<file path="src/heightmap_column_wall_extent_macros.svh">
// Assertion macros for the heightmap column wall extent block.
// Included by the top level; depends on nothing else.
`ifndef HEIGHTMAP_COLUMN_WALL_EXTENT_MACROS_SVH
`define HEIGHTMAP_COLUMN_WALL_EXTENT_MACROS_SVH

// Same-cycle implication, disabled during reset
`define HCWE_ASSERT_NOW(label, clk, rst, ante, cons, msg) \
   label: assert property (@(posedge clk) disable iff (rst) (ante) |-> (cons)) \
      else $error(msg);

// Next-cycle implication, disabled during reset
`define HCWE_ASSERT_NEXT(label, clk, rst, ante, cons, msg) \
   label: assert property (@(posedge clk) disable iff (rst) (ante) |=> (cons)) \
      else $error(msg);

`endif

</file>
<file path="src/hcwe_pkg.sv">
// Shared types and constants for the heightmap column wall extent block.
// No dependencies.
`timescale 1ns / 1ps

package hcwe_pkg;

   // input opcodes
   localparam logic OP_SAMPLE = 1'b0;
   localparam logic OP_FLUSH  = 1'b1;

   // register indexes
   localparam logic [1:0] REG_MAP_WIDTH    = 2'd0;
   localparam logic [1:0] REG_MAP_HEIGHT   = 2'd1;
   localparam logic [1:0] REG_HEIGHT_SCALE = 2'd2;

   // register reset values
   localparam logic [10:0] MAP_WIDTH_RESET    = 11'd1024;
   localparam logic [10:0] MAP_HEIGHT_RESET   = 11'd1024;
   localparam logic [7:0]  HEIGHT_SCALE_RESET = 8'd128;

   // row count limit
   localparam logic [10:0] ROW_LIMIT = 11'd1024;

   // material codes
   localparam logic [1:0] MAT_GRASS = 2'd0;
   localparam logic [1:0] MAT_DIRT  = 2'd1;
   localparam logic [1:0] MAT_STONE = 2'd2;

   localparam logic [7:0] STONE_LEVEL = 8'd100;

   // 3x3 window, index col * 3 + row; col 2 newest, row 2 lowest
   typedef logic [8:0][7:0] hcwe_window_type;

   // which window edges fall outside the map
   typedef struct packed {
      logic skip_left;
      logic skip_right;
      logic skip_top;
      logic skip_bottom;
   } hcwe_border_type;

endpackage

</file>
<file path="src/hcwe_column_eval.sv">
// Column evaluation: clipped 3x3 minimum and surface material.
// Depends on hcwe_pkg.
`timescale 1ns / 1ps

module hcwe_column_eval (
   input  hcwe_pkg::hcwe_window_type window,
   input  hcwe_pkg::hcwe_border_type border,
   output logic [7:0]                surface_height,
   output logic [7:0]                wall_bottom,
   output logic [1:0]                top_material
);
   import hcwe_pkg::*;

   assign surface_height = window[4];

   // minimum over in-map window cells, centre included
   always_comb begin
      logic [7:0] least;
      logic       use_cell;
      least = window[4];
      for (int dc = 0; dc < 3; dc++) begin
         for (int dr = 0; dr < 3; dr++) begin
            use_cell = 1'b1;
            if (dc == 0 && border.skip_left)   use_cell = 1'b0;
            if (dc == 2 && border.skip_right)  use_cell = 1'b0;
            if (dr == 0 && border.skip_top)    use_cell = 1'b0;
            if (dr == 2 && border.skip_bottom) use_cell = 1'b0;
            if (use_cell && window[dc * 3 + dr] < least) least = window[dc * 3 + dr];
         end
      end
      wall_bottom = least;
   end

   // material of the surface voxel
   always_comb begin
      if (window[4] < STONE_LEVEL)       top_material = MAT_GRASS;
      else if (window[4] == STONE_LEVEL) top_material = MAT_DIRT;
      else                               top_material = MAT_STONE;
   end

endmodule

</file>
<file path="config.mk">
export PLATFORM = sky130hd
export DESIGN_NAME = hcwe_column_eval
export DESIGN_NICKNAME = d
export VERILOG_FILES = /design/src/heightmap_column_wall_extent_macros.svh /design/src/hcwe_pkg.sv /design/src/hcwe_column_eval.sv
export SDC_FILE = /design/constraint.sdc
export NUM_CORES = 1
export LEC_CHECK = 0
export ABC_AREA = 0
export BUFFER_PORTS_ARGS = -buffer_cell sky130_fd_sc_hd__buf_2
export CELL_PAD_IN_SITES_DETAIL_PLACEMENT = 0
export CELL_PAD_IN_SITES_GLOBAL_PLACEMENT = 1
export CORE_ASPECT_RATIO = 1.4
export CORE_MARGIN = 3
export CORE_UTILIZATION = 42
export DETAILED_ROUTE_END_ITERATION = 12
export GPL_TIMING_DRIVEN = 0
export MAX_ROUTING_LAYER = met4
export PLACE_DENSITY_LB_ADDON = 0.1
export SLEW_MARGIN = 5
export SYNTH_ARGS = -nofsm -noshare
export SYNTH_HDL_FRONTEND = slang
export SYNTH_SLANG_ARGS = --single-unit
</file>
<file path="constraint.sdc">
create_clock -name vclk -period 32.4
set_input_delay 4.86 -clock vclk [all_inputs]
set_output_delay 4.86 -clock vclk [all_outputs]
set_load 0.005 [all_outputs]
</file>
==> results.toml <==
[cells_and_area]
area_delta_synth_final_pct = 17.9
layout.nets = 689
postLayoutCoreUtil_pct = 51.4
fin_cells = 658
layout_commonest_cell = "buf_2"
design.seq.count = 0
regArea_um2 = 0
final_cell_mix = "91 x buf_2, 52 x inv_1, 51 x nand2_1"
n_clock_buffer = 0
n_antenna_cell = 0
drive_above_1_share_pct = 23.4

[power]
leakagePower_nw = 1.87
p_comb_share_pct = 100.0
vdd_ir_drop_max_v = 0.0000274
power_frac_seq_pct = 0
netSwitchingPower_uw = 80.9
total_power_uw = 145
intPower_uw = 63.6
clock_power_share_pct = 0
swShare_pct = 56.0
power_density_mw_per_mm2 = 38.0

[die]
dieHeight_um = 110
core_area_mm2 = 0.00741
rows = 37
dieArea_mm2 = 0.00879
ios = 94
start_util_pct = 43.6
dieWidth_um = 80.1

[synth]
synth_compound_gate_area_share_pct = 33.8
seq_area_frac_synth_pct = 0
muxShareOfSynthArea_pct = 13.8
syn_avg_cell_area_um2 = 6.87
synthAdderAreaFrac_pct = 20.6
synth-xor-area-share_pct = 0.271
netlist_area_mm2 = 0.00323
synthSimpleGateAreaFrac_pct = 22.0
yosys_warnings = 0
synth_top_family_by_area = "compound AO/OA/AOI/OAI gates"
syn_inst = 470
synth_nets = 596
synth_cell_type_count = 68

[sta]
hold_viol = 0
rsz0062_at_grt = "no"
holdWs_ns = 10.03
setup_viol = 0
finalCritPeriodShare_pct = 89.1
clock.fmax_ghz = 0.0347
tightestPinTransition_ns = 0.509
drv_slew = 0
fin_setup_tns_ns = 0
max-slew-margin-rel_pct = 66.0
timing.final.crit_period_ns = 28.85

[min_path]
whs_endpoint = "surface_height[0]"
min_path_cells = 3
hold_class = "in2out"
min-delay-start = "window[32]"

[routing]
vias_per_cell = 5.59
drc = 0
wire_per_inst_um = 14.7
vias = 3678
routed_wl_um = 9680
final_antenna_net_count = 0
drt_iter0_drc = 188
drt-pass1-iter-count = 4

[outcome]
outcome = "completed"

[global_route]
gr-total-overflow = 0
grt_max_degree = 11
grt_pass1_wl_um = 15700
grt_use_total_pct = 22.3
grt_pass1_vias = 3578
antenna_found_initial = 0

[cts]
ctsResizeCount = 0
cts_hold_buffers = 0
cts_setup_buffers = 0

[setup_path]
critPathMaxStageDelay_ns = 0.44
start_kind = "primary input"
slowest_stage = "a311oi_1"
worst_ep_arrival_time_ns = 23.99
cp-end-kind = "output port"
critical_path_class = "in2out"
required_ns = 27.54
critPathMaxFanout = 10

[placed_design]
routabilityCongestion = 0.886
post-place-cells = 658
dp_hpwl_um = 8600
port_buffers = 91

[flow_run]
maxCapViolCount = 0
-- cell usage after synthesis, types with 3 or more instances --
cell / number / area, um2
a21oi_1: 44 / 220
or3_1: 3 / 18.8
maj3_1: 4 / 40.0
o21ai_0: 41 / 205
clkbuf_1: 8 / 30.0
nor3_1: 8 / 40.0
nor4_1: 4 / 25.0
mux2_2: 11 / 124
a211oi_1: 6 / 45.0
nand3_1: 8 / 40.0
nand2b_1: 6 / 37.5
and4_1: 4 / 35.0
and2_1: 5 / 31.3
nand2_1: 51 / 191
ha_1: 50 / 626
a22oi_1: 4 / 30.0
a21o_1: 11 / 82.6
o31ai_1: 3 / 22.5
nand4_1: 7 / 43.8
nor2b_1: 8 / 50.1
buf_4: 9 / 67.6
inv_1: 52 / 195
o22ai_1: 4 / 25.0
mux2i_1: 28 / 280
o21a_1: 3 / 22.5
o21ai_1: 3 / 15.0
nor2_1: 29 / 109
-- critical path: cells and delay by family --
kind	cells	cell delay, ns
AOI/OAI and AO/OA	37	8.71
adders and majority gates	9	2.62
buffers and inverters	15	2.86
muxes	5	1.44
and+or+nand+nor	23	3.45
-- per-stage QoR --
stage	worst slack [ns]	instance area, um2
floorplan	7.04	3230
global placement	3.52	3810
detailed placement	3.46	3810
CTS	3.39	3810
global route	1.60	3810
finish	3.55	3810
-- cells by family after synthesis --
family	count (synthesis)
fa+ha+maj	54
xor+xnor	1
buf+inv	71
simple gates	144
compound gates	158
mux	42
-- worst max-delay path by stage --
| stage | from | to | slack, ns | depth (start not counted) |
|---|---|---|---|---|
| floorplan | window[39] | wall_bottom[1] | 7.04 | 87 |
| global placement | window[39] | wall_bottom[7] | 3.52 | 89 |
| detailed placement | window[39] | wall_bottom[7] | 3.46 | 89 |
| CTS | window[39] | wall_bottom[7] | 3.39 | 89 |
| global route | window[39] | wall_bottom[7] | 1.60 | 89 |
| finish | window[39] | wall_bottom[7] | 3.55 | 89 |
-- layer usage --
metal	wire length, um	track usage (%)	vias to the layer above
li1	-	-	1923
met1	3820	22.8	1676
met2	5520	47.6	71
met3	253	0.246	8
met4	92	2.17	0
met5	0	-	-
-- layout make-up --
type / count / area (um2)
Buffer: 19 / 113
Fill cell: 794 / 3600
Inverter: 52 / 195
Multi-Input combinational cell: 399 / 2920
Tap cell: 97 / 121
Timing Repair Buffer: 91 / 455
-- power by group through the flow --
stage               clock network, mW  registers, mW  logic, mW
global route                        0              0      0.165
global placement                    0              0      0.142
floorplan                           0              0      0.105
CTS                                 0              0      0.146
detailed placement                  0              0      0.145
finish                              0              0      0.145
Note: power is estimated with default switching activity, not from simulation.
